## src/rtl/fbt_pkg.sv

```systemverilog
// Package for the Fermat base test core.
// Holds the transfer payload types of the argument and result channels.
// Has no dependencies; the core imports it.
`default_nettype none

package fbt_pkg;

    // One argument transfer: witness base and candidate modulus.
    typedef struct packed {
        logic [31:0] base;
        logic [31:0] modulus;
    } fbt_arg_t;

    // One result transfer.
    typedef struct packed {
        logic probable_prime;
        logic coprime;
    } fbt_res_t;

endpackage

`default_nettype wire

```

## src/rtl/fermat_base_test_core.sv

```systemverilog
// Fermat probable-prime test of one modulus against one base.
// Bit-serial reduction, binary gcd and a bit-serial modular multiplier.
// Depends on fbt_pkg for the channel payload types.
//
//   channel | dir | handshake           | payload
//   --------+-----+---------------------+---------------------------------
//   arg     | in  | arg_valid/arg_stall | fbt_arg_t: base, modulus
//   res     | out | res_valid/res_stall | fbt_res_t: probable_prime, coprime
//
// One argument is worked on at a time. It reduces the base bit-serially, runs the
// binary gcd, and then works through up to WIDTH exponent bits, each costing one
// or two bit-serial modular products.
// Reset clears the state machine and the result valid flag only.
// A stalled result sits in the output register while the next argument is taken.
`default_nettype none

module fermat_base_test_core
    import fbt_pkg::*;
#(
    parameter int WIDTH = 32
)
(
    input  wire logic     clk,
    input  wire logic     rst_n,
    input  wire logic     arg_valid,
    output logic          arg_stall,
    input  wire fbt_arg_t arg,
    output logic          res_valid,
    input  wire logic     res_stall,
    output fbt_res_t      res
);

    localparam int CW = $clog2(WIDTH);

    // State codes.
    localparam logic [2:0] ST_IDLE   = 3'd0;
    localparam logic [2:0] ST_REDUCE = 3'd1;
    localparam logic [2:0] ST_GCD    = 3'd2;
    localparam logic [2:0] ST_PSTEP  = 3'd3;
    localparam logic [2:0] ST_MUL    = 3'd4;
    localparam logic [2:0] ST_FIN    = 3'd5;

    // (x + y) mod n for x, y < n.
    function automatic logic [WIDTH-1:0] add_mod(
        input logic [WIDTH-1:0] x,
        input logic [WIDTH-1:0] y,
        input logic [WIDTH-1:0] n
    );
        logic [WIDTH:0] s;
        logic [WIDTH:0] d;
        s = {1'b0, x} + {1'b0, y};
        d = s - {1'b0, n};
        if (s >= {1'b0, n})
            return d[WIDTH-1:0];
        else
            return s[WIDTH-1:0];
    endfunction

    logic [2:0]       state_reg, state_next;
    logic             res_valid_reg, res_valid_next;
    logic [CW-1:0]    cnt_reg, cnt_next;
    logic             sq_mode_reg, sq_mode_next;
    logic [WIDTH-1:0] n_reg, n_next;
    logic [WIDTH-1:0] div_reg, div_next;
    logic [WIDTH-1:0] rem_reg, rem_next;
    logic [WIDTH-1:0] u_reg, u_next;
    logic [WIDTH-1:0] v_reg, v_next;
    logic [WIDTH-1:0] a_reg, a_next;
    logic [WIDTH-1:0] acc_reg, acc_next;
    logic [WIDTH-1:0] e_reg, e_next;
    logic [WIDTH-1:0] mx_reg, mx_next;
    logic [WIDTH-1:0] my_reg, my_next;
    logic [WIDTH-1:0] mp_reg, mp_next;
    logic             cop_reg, cop_next;
    logic             prime_reg, prime_next;
    fbt_res_t         res_reg, res_next;

    logic [WIDTH-1:0] base_w;
    logic [WIDTH-1:0] mod_w;
    logic [WIDTH:0]   div_trial;
    logic [WIDTH:0]   div_diff;
    logic [WIDTH-1:0] rem_step;
    logic [WIDTH:0]   gcd_diff;
    logic             res_free;

    // Operands are taken in their low WIDTH bits.
    assign base_w = WIDTH'(arg.base);
    assign mod_w  = WIDTH'(arg.modulus);

    // One restoring division step: bring in the next dividend bit.
    assign div_trial = {rem_reg, div_reg[WIDTH-1]};
    assign div_diff  = div_trial - {1'b0, n_reg};
    assign rem_step  = (div_trial >= {1'b0, n_reg}) ? div_diff[WIDTH-1:0]
                                                    : div_trial[WIDTH-1:0];

    // Difference of the two odd gcd operands; the top bit says which is larger.
    assign gcd_diff = {1'b0, u_reg} - {1'b0, v_reg};

    // The output register can take a new result.
    assign res_free = !res_valid_reg || !res_stall;

    assign arg_stall = (state_reg != ST_IDLE);
    assign res_valid = res_valid_reg;
    assign res       = res_reg;

    // Sequencer and datapath next values.
    always_comb
    begin
        state_next     = state_reg;
        res_valid_next = res_valid_reg;
        cnt_next       = cnt_reg;
        sq_mode_next   = sq_mode_reg;
        n_next         = n_reg;
        div_next       = div_reg;
        rem_next       = rem_reg;
        u_next         = u_reg;
        v_next         = v_reg;
        a_next         = a_reg;
        acc_next       = acc_reg;
        e_next         = e_reg;
        mx_next        = mx_reg;
        my_next        = my_reg;
        mp_next        = mp_reg;
        cop_next       = cop_reg;
        prime_next     = prime_reg;
        res_next       = res_reg;

        // A waiting result leaves on its transfer.
        if (res_valid_reg && !res_stall)
        begin
            res_valid_next = 1'b0;
        end

        unique case (state_reg)
            ST_IDLE:
            begin
                if (arg_valid)
                begin
                    n_next   = mod_w;
                    div_next = base_w;
                    rem_next = '0;
                    cnt_next = CW'(WIDTH - 1);
                    // A zero modulus leaves the base unreduced.
                    if (mod_w == '0)
                    begin
                        u_next     = base_w;
                        v_next     = '0;
                        state_next = ST_GCD;
                    end
                    else
                    begin
                        state_next = ST_REDUCE;
                    end
                end
            end

            ST_REDUCE:
            begin
                rem_next = rem_step;
                div_next = {div_reg[WIDTH-2:0], 1'b0};
                cnt_next = cnt_reg - CW'(1);
                if (cnt_reg == '0)
                begin
                    a_next     = rem_step;
                    u_next     = rem_step;
                    v_next     = n_reg;
                    state_next = ST_GCD;
                end
            end

            ST_GCD:
            begin
                // Binary gcd; only whether the gcd is one matters.
                if (u_reg == '0 || v_reg == '0 || (!u_reg[0] && !v_reg[0]))
                begin
                    if (u_reg == '0)
                        cop_next = (v_reg == WIDTH'(1));
                    else if (v_reg == '0)
                        cop_next = (u_reg == WIDTH'(1));
                    else
                        cop_next = 1'b0;
                    prime_next = 1'b0;
                    if (u_reg == '0 && v_reg == WIDTH'(1) && n_reg > WIDTH'(1))
                    begin
                        // Coprime with a modulus of two or more: run the power.
                        e_next     = n_reg - WIDTH'(1);
                        acc_next   = WIDTH'(1);
                        state_next = ST_PSTEP;
                    end
                    else if (v_reg == '0 && u_reg == WIDTH'(1) && n_reg > WIDTH'(1))
                    begin
                        e_next     = n_reg - WIDTH'(1);
                        acc_next   = WIDTH'(1);
                        state_next = ST_PSTEP;
                    end
                    else
                    begin
                        state_next = ST_FIN;
                    end
                end
                else if (!u_reg[0])
                begin
                    u_next = u_reg >> 1;
                end
                else if (!v_reg[0])
                begin
                    v_next = v_reg >> 1;
                end
                else if (!gcd_diff[WIDTH])
                begin
                    u_next = gcd_diff[WIDTH-1:0];
                end
                else
                begin
                    v_next = v_reg - u_reg;
                end
            end

            ST_PSTEP:
            begin
                // Next exponent bit, lowest first.
                if (e_reg == '0)
                begin
                    prime_next = (acc_reg == WIDTH'(1));
                    state_next = ST_FIN;
                end
                else if (e_reg[0])
                begin
                    mx_next      = acc_reg;
                    my_next      = a_reg;
                    mp_next      = '0;
                    sq_mode_next = 1'b0;
                    state_next   = ST_MUL;
                end
                else
                begin
                    mx_next      = a_reg;
                    my_next      = a_reg;
                    mp_next      = '0;
                    sq_mode_next = 1'b1;
                    state_next   = ST_MUL;
                end
            end

            ST_MUL:
            begin
                // Shift-and-add modular product, one multiplier bit a cycle.
                if (my_reg == '0)
                begin
                    if (!sq_mode_reg)
                    begin
                        acc_next     = mp_reg;
                        mx_next      = a_reg;
                        my_next      = a_reg;
                        mp_next      = '0;
                        sq_mode_next = 1'b1;
                    end
                    else
                    begin
                        a_next     = mp_reg;
                        e_next     = e_reg >> 1;
                        state_next = ST_PSTEP;
                    end
                end
                else
                begin
                    if (my_reg[0])
                        mp_next = add_mod(mp_reg, mx_reg, n_reg);
                    mx_next = add_mod(mx_reg, mx_reg, n_reg);
                    my_next = my_reg >> 1;
                end
            end

            ST_FIN:
            begin
                if (res_free)
                begin
                    res_next.probable_prime = prime_reg;
                    res_next.coprime        = cop_reg;
                    res_valid_next          = 1'b1;
                    state_next              = ST_IDLE;
                end
            end

            default:
            begin
                state_next = ST_IDLE;
            end
        endcase
    end

    // Control registers.
    always_ff @(posedge clk or negedge rst_n)
    begin
        if (!rst_n)
        begin
            state_reg     <= ST_IDLE;
            res_valid_reg <= 1'b0;
        end
        else
        begin
            state_reg     <= state_next;
            res_valid_reg <= res_valid_next;
        end
    end

    // Datapath registers.
    always_ff @(posedge clk)
    begin
        cnt_reg     <= cnt_next;
        sq_mode_reg <= sq_mode_next;
        n_reg       <= n_next;
        div_reg     <= div_next;
        rem_reg     <= rem_next;
        u_reg       <= u_next;
        v_reg       <= v_next;
        a_reg       <= a_next;
        acc_reg     <= acc_next;
        e_reg       <= e_next;
        mx_reg      <= mx_next;
        my_reg      <= my_next;
        mp_reg      <= mp_next;
        cop_reg     <= cop_next;
        prime_reg   <= prime_next;
        res_reg     <= res_next;
    end

endmodule

`default_nettype wire

```

## config.mk

```make
export PLATFORM = sky130hd
export DESIGN_NAME = fermat_base_test_core
export DESIGN_NICKNAME = d
export VERILOG_FILES = /design/src/rtl/fbt_pkg.sv /design/src/rtl/fermat_base_test_core.sv
export SDC_FILE = /design/constraint.sdc
export NUM_CORES = 1
export LEC_CHECK = 0
export BUFFER_PORTS_ARGS = -buffer_cell sky130_fd_sc_hd__buf_2
export CORE_MARGIN = 4
export CORE_UTILIZATION = 40
export DETAILED_ROUTE_END_ITERATION = 10
export MAX_ROUTING_LAYER = met4
export PLACE_DENSITY = 0.62
export SYNTH_ARGS = -nofsm -noshare
export SYNTH_HDL_FRONTEND = slang
export SYNTH_SLANG_ARGS = --single-unit
```

## constraint.sdc

```tcl
create_clock -name clk -period 5.49 [get_ports clk]
set_input_delay 0.8235 -clock clk [delete_from_list [all_inputs] [get_ports clk]]
set_output_delay 0.8235 -clock clk [all_outputs]
set_load 0.02 [all_outputs]
```

==> flow_summary.yaml, run 1 <==
route:
  post-route-drc-count: 0
  met1_length_mm: 41.43
  dr.pass1.iters: 6
  vias_per_cell: 6.055
  met3_length_mm: 8.093
  wl_per_cell_um: 23.45
  antenna_left: 0
  highest_layer: "met4"
  dr_wl_met2_mm: 41.01
  wl_mm: 93.08
  vias: 24030
  drtIter0Drc: 2972
floorplanning:
  io_pins: 72
  die_y_um: 269.6
  dieArea_mm2: 0.07271
  die_x_um: 269.6
  start_util_pct: 40.56
  rows: 95
  core-area_mm2: 0.06751
cts:
  clock_latency_ns: 0.59
  clock-sinks: 366
  cts_tree: "done"
  cts_max_path_buffers: 3
  cts_buffers: 46
  clk_pin_slew_ns: 0.06
  cts_root_buffer: "clkbuf_16"
  htree_levels: 2
yosys:
  synthesis.area_mm2: 0.02738
  async_reset_ff_share_pct: 1.093
  avgSynthCellArea_um2: 9.094
  ys_top_cells_by_area: "edfxtp_1 (40%), ha_1 (9.0%), nand2_1 (5.3%), a21oi_1 (4.2%), xnor2_1 (3.9%)"
  seq_area_frac_synth_pct: 40.06
  synth-edff-count: 362
  synth_ff_type: "edfxtp_1"
  ys_ff_latch: 366
  synth_top_area_share_pct: 39.70
  yosysUniqueCellTypes: 84
  synthesis.nets: 3281
  syn_inst: 3011
  ys_warn_count: 0
  synth_top_cell_by_area: "edfxtp_1"
outcome:
  status: "completed"
layout:
  final_nets: 3328
  mostFrequentLayoutCells: "nand2_1 (386), edfxtp_1 (362), nor2_1 (232), a21oi_1 (230), ha_1 (196)"
  drive_gt1_share_pct: 8.112
  syn_to_final_growth_pct: 10.86
  final_common_cell: "nand2_1"
timing:
  slew_headroom_pct: 25.65
  max_freq_ghz: 0.1897
  timing_hold_violations_final: 0
  rsz0062_at_grt: "no"
  clock-skew-final_ns: 0.02601
  worst_pin_slew_ns: 1.115
  final.period_utilization_pct: 96.02
  finalSetupViolCount: 0
  period_needed_ns: 5.271
  drv_slew: 0
  setup_tns_ns: 0
min_path:
  min_path_type: "primary input to flop"
  worstHoldStart: "arg[8]"
critical_path:
  required_ns: 5.81
  cp.arrival_ns: 5.59
  end_kind: "flop"
  crit_path_start_kind: "flop"
  path_max_fanout: 12
  critical_path_class: "flop to flop"
  startpoint: "mx_reg[0]$_DFFE_PP_"
  worstReg2RegStart: "mx_reg[0]$_DFFE_PP_"
global_route:
  grt_max_degree: 70
  antenna_found_initial: 3
  overflow: 0
  grt_pass1_vias: 22340
  grt_pass1_wl_mm: 139.3
  grt_usage_pct: 25.28
placement:
  gp_congestion: 0.9710
  port_buffers: 71
  dpl.hpwl_mm: 71.48
run:
  maxCapViolCount: 0
-- final cells by class --
class / count / area (um2)
flip-flops and latches: 366 / 10970
well taps: 873 / 1092
repair buffers: 136 / 858.3
clock inverters: 25 / 222.7
diodes: 2 / 5.005
clock buffers: 59 / 1210
fillers: 6583 / 37160
inverters: 153 / 574.3
multi-input cells: 2355 / 15420
-- cell usage after synthesis (9+ instances only) --
cell type	number
nor4_1	61
and3_1	50
mux2i_1	55
o22ai_1	19
nor3_1	47
ha_1	196
clkbuf_1	111
and2_1	19
a211o_1	10
nand2_1	388
buf_2	9
o31ai_1	19
a21o_1	93
a22oi_1	48
xor2_1	63
a211oi_1	31
nand3_1	47
or3_1	16
o21ai_0	160
nand2b_1	22
inv_1	153
a222oi_1	25
xnor2_1	123
buf_1	16
edfxtp_1	362
nand4_1	49
nor2b_1	26
a21oi_1	231
o211ai_1	16
o21bai_1	30
o21a_1	30
nor2_1	236
a221oi_1	9
a31oi_1	39
o21ai_1	64
-- path summary, 6_finish.rpt --
path                                            endpoint  slack (ns)  cells past startpoint
worst max-delay path            mp_reg[30]$_SDFFCE_PN0P_        0.22                     20
worst min register to register          res[0]$_DFFE_PP_        0.43                      0
worst max register to register  mp_reg[30]$_SDFFCE_PN0P_        0.22                     20
min in group asynchronous            res_valid$_DFF_PN0_        0.57                      2
worst min-delay path                  n_reg[8]$_DFFE_PP_        0.43                      1
max in group asynchronous       state_reg[1]$_DFFE_PN0P_        4.80                      2
-- kinds of logic after synthesis --
| family | after synthesis | synth area share (%) |
|---|---|---|
| adder cells (fa/ha/maj) | 202 | 9.395 |
| multiplexers | 60 | 2.225 |
| AO/OA/AOI/OAI | 909 | 21.38 |
| AND/OR/NAND/NOR | 998 | 16.96 |
| XOR/XNOR | 186 | 5.949 |
| buffers and inverters | 290 | 4.030 |
| flip-flops | 366 | 40.06 |
-- critical path, cell delays in order, from the launching register on --
cell,delay (ns)
edfxtp_1,0.41
ha_1,0.23
fa_1,0.26
a211oi_2,0.10
o211ai_1,0.38
nand4_1,0.19
a31oi_1,0.39
o221ai_2,0.19
a21oi_1,0.18
xor2_1,0.24
ha_1,0.33
a21o_1,0.20
a21oi_1,0.19
o21ai_1,0.19
a31o_2,0.25
a2111oi_1,0.38
o21ai_1,0.21
nor2_4,0.15
buf_4,0.23
mux2i_1,0.25
nor2_1,0.06
-- metal layers --
metal,global-route usage (%),up-vias
li1,-,11310
met1,35.14,11600
met2,38.19,987
met3,4.694,133
met4,6.541,0
met5,-,-
-- metrics by stage --
step,util [%],hold slack (ns),worst slack [ns],cell area (um2),instances
2_1_floorplan,-,0.4003,0.5807,27380,3011
3_3_place_gp,42.75,0.4117,0.2125,28860,3881
3_5_place_dp,42.75,0.4111,0.1128,28860,3881
4_1_cts,44.89,0.3902,0.06651,30310,3966
5_1_grt,44.96,0.4023,0.003416,30360,3969
6_report,44.96,0.4279,0.2187,30360,3969
-- repair_timing --
item,CTS,global route
hold buffers,1,0
buffers inserted,0,1
setup endpoints to repair,0,32
hold endpoints to repair,4,0
gates resized for setup,0,8
Power of run 1 is left out: the tool's default activity adds up to more than one toggle a clock period on the data nets, which glitch-free logic cannot reach.
==> run 2, diff against run 1 <==
--- a/config.mk
+++ b/config.mk
@@ -9,8 +9,9 @@
 export CORE_MARGIN = 4
 export CORE_UTILIZATION = 40
 export DETAILED_ROUTE_END_ITERATION = 10
+export GPL_TIMING_DRIVEN = 0
 export MAX_ROUTING_LAYER = met4
-export PLACE_DENSITY = 0.62
+export PLACE_DENSITY = 0.64
 export SYNTH_ARGS = -nofsm -noshare
 export SYNTH_HDL_FRONTEND = slang
 export SYNTH_SLANG_ARGS = --single-unit
==> constraint.sdc (replaced) <==
create_clock -name clk -period 4.4 [get_ports clk]
set_input_delay 0.66 -clock clk [delete_from_list [all_inputs] [get_ports clk]]
set_output_delay 0.66 -clock clk [all_outputs]
set_load 0.02 [all_outputs]
==> run 2 against run 1 <==
Net effect: the run now ends with setup timing left; highest routed layer unchanged; flip-flop and latch count stayed put; utilization is 2.2 points higher; largest cell class unchanged; via count is 6.3% higher; cell count is 3.5% higher; die area stayed put; setup slack worse by 0.90 ns; critical path depth is 1 lower; clock-buffer cell count is 5 lower; first-iteration DRC count is 6.4% higher; register-to-register slack worse by 0.90 ns; non-clock buffer count is 142 higher.
==> flow_summary.yaml, run 2 (synthesis gave the netlist of run 1 again) <==
outcome:
  status: "finished with violations"
  violations: "setup timing"
layout:
  multi_input_comb_area_mm2: 0.01616
  design_area_mm2: 0.03182
  final_common_cell: "nand2_1"
  final_nets: 3469
  final-seq-area_mm2: 0.01097
  mostFrequentLayoutCells: "nand2_1 (384), edfxtp_1 (362), nor2_1 (230), a21oi_1 (217), ha_1 (178)"
  drive_gt1_share_pct: 11.48
  syn_to_final_growth_pct: 16.19
  n_fill_cell: 6490
placement:
  dpl.hpwl_mm: 82.03
  port_buffers: 71
  dpl_cell_area_mm2: 0.02907
  gp_congestion: 0.9860
cts:
  cts_root_buffer: "clkbuf_16"
  clock_latency_ns: 0.59
  clock-sinks: 366
  htree_levels: 2
  clk_pin_slew_ns: 0.06
  cts_tree: "done"
  cts_max_path_buffers: 3
  cts_buffers: 44
floorplanning:
  rows: 95
  die_x_um: 269.6
  die_y_um: 269.6
  io_pins: 72
  dieArea_mm2: 0.07271
  core-area_mm2: 0.06751
  start_util_pct: 40.56
timing:
  drv_slew: 0
  setup_slack_ns: -0.6793
  timing_hold_violations_final: 0
  max_freq_ghz: 0.1969
  period_needed_ns: 5.079
  finalSetupViolCount: 47
  slew_headroom_pct: 19.59
  final.period_utilization_pct: 115.4
  clock-skew-final_ns: 0.01857
  rsz0062_at_grt: "yes"
  worst_pin_slew_ns: 1.196
min_path:
  worstHoldStart: "arg[25]"
  hold_depth: 1
  min_path_type: "primary input to flop"
  whs_endpoint: "n_reg[25]$_DFFE_PP_"
critical_path:
  required_ns: 4.70
  worstReg2RegStart: "mx_reg[0]$_DFFE_PP_"
  ff2ff_setup_slack_ns: -0.68
  cp.arrival_ns: 5.38
  timing.rr.end: "mp_reg[30]$_SDFFCE_PN0P_"
  end_kind: "flop"
  crit_path_start_kind: "flop"
  path_max_fanout: 7
  r2r_cells: 19
  critical_path_class: "flop to flop"
route:
  wl_per_cell_um: 25.74
  wl_mm: 105.7
  antenna_left: 0
  post-route-drc-count: 0
  vias: 25540
  dr.pass1.iters: 7
  vias_per_cell: 6.219
  drtIter0Drc: 3161
run:
  maxCapViolCount: 0
global_route:
  grt_max_degree: 66
  antenna_found_initial: 4
  grt_pass1_wl_mm: 151.3
  overflow: 0
  grt_pass1_vias: 23240
  grt_usage_pct: 28.27
[run 2: changes by cell type in the layout (fill, tap and decap cells not counted), moves of 10 or more]
cell / delta
a21oi_1: -13
a21oi_2: +10
buf_1: +16
buf_6: +13
clkbuf_1: +94
ha_1: -18
ha_4: +12
o21ai_0: -13
[run 2: timing repair]
item	in CTS	in global routing
hold buffers	1	0
resized for setup	97	62
hold endpoints to repair	4	0
buffers inserted	26	40
endpoints found under the setup margin	269	199
gates cloned	1	1
pin swaps	36	50
[run 2: cell type report]
class	count	area share [%]
multi-input cells	2356	50.80
flip-flops and latches	366	34.48
clock buffers	54	3.645
well taps	873	3.433
repair buffers	146	3.398
inverters	153	1.829
plain buffers	132	1.707
clock inverters	24	0.6961
diodes	2	0.01573
[run 2: worst max path at each step]
| stage | startpoint | to | slack [ns] | cells past startpoint |
|---|---|---|---|---|
| floorplan | mx_reg[0]$_DFFE_PP_ | mp_reg[7]$_SDFFCE_PN0P_ | 0.005 | 20 |
| global placement | my_reg[0]$_DFFE_PP_ | e_reg[28]$_DFFE_PP_ | -2.87 | 7 |
| detailed placement | mx_reg[1]$_DFFE_PP_ | mp_reg[21]$_SDFFCE_PN0P_ | -1.44 | 17 |
| CTS | mx_reg[0]$_DFFE_PP_ | mp_reg[2]$_SDFFCE_PN0P_ | -0.58 | 20 |
| global route | mx_reg[1]$_DFFE_PP_ | mp_reg[30]$_SDFFCE_PN0P_ | -0.82 | 19 |
| finish | mx_reg[0]$_DFFE_PP_ | mp_reg[30]$_SDFFCE_PN0P_ | -0.68 | 19 |
[run 2: stage by stage]
stage                     hold WS (ns)  setup slack (ns)  utilization [%]  cells  TNS (ns)
final                           0.2724           -0.6793            47.13   4106    -19.83
after global routing            0.2666           -0.8228            47.13   4106    -24.12
after CTS                       0.2490           -0.5760            46.19   4066    -16.23
after detailed placement        0.4075            -1.441            43.06   3963   -106.74
after global placement          0.4032            -2.866            42.83   3955   -434.51
after floorplan                 0.3644          0.004580                -   3011         0
[run 2: layer usage]
layer / vias to the layer above / track usage (%) / share of wire (%) / routed length (um)
met5: - / - / 0 / 0
met4: 0 / 9.114 / 3.4 / 3584
met3: 197 / 7.317 / 12 / 12180
met2: 1438 / 41.30 / 43 / 45520
met1: 12290 / 38.44 / 42 / 44390
li1: 11610 / - / - / -
[run 2: critical path, stage by stage, from the launching register on]
cell,delay (ns)
edfxtp_1,0.43
ha_2,0.21
fa_2,0.36
a211oi_4,0.23
o211ai_1,0.23
a32oi_2,0.37
nand2_2,0.11
a21oi_4,0.28
o21bai_2,0.11
xor2_2,0.27
ha_4,0.27
and4_4,0.19
and3_4,0.18
a31o_4,0.23
a2111oi_4,0.39
o21ai_4,0.13
nor2_4,0.30
buf_6,0.21
mux2i_1,0.21
nor2_1,0.05
Power of run 2 is left out for the same reason.
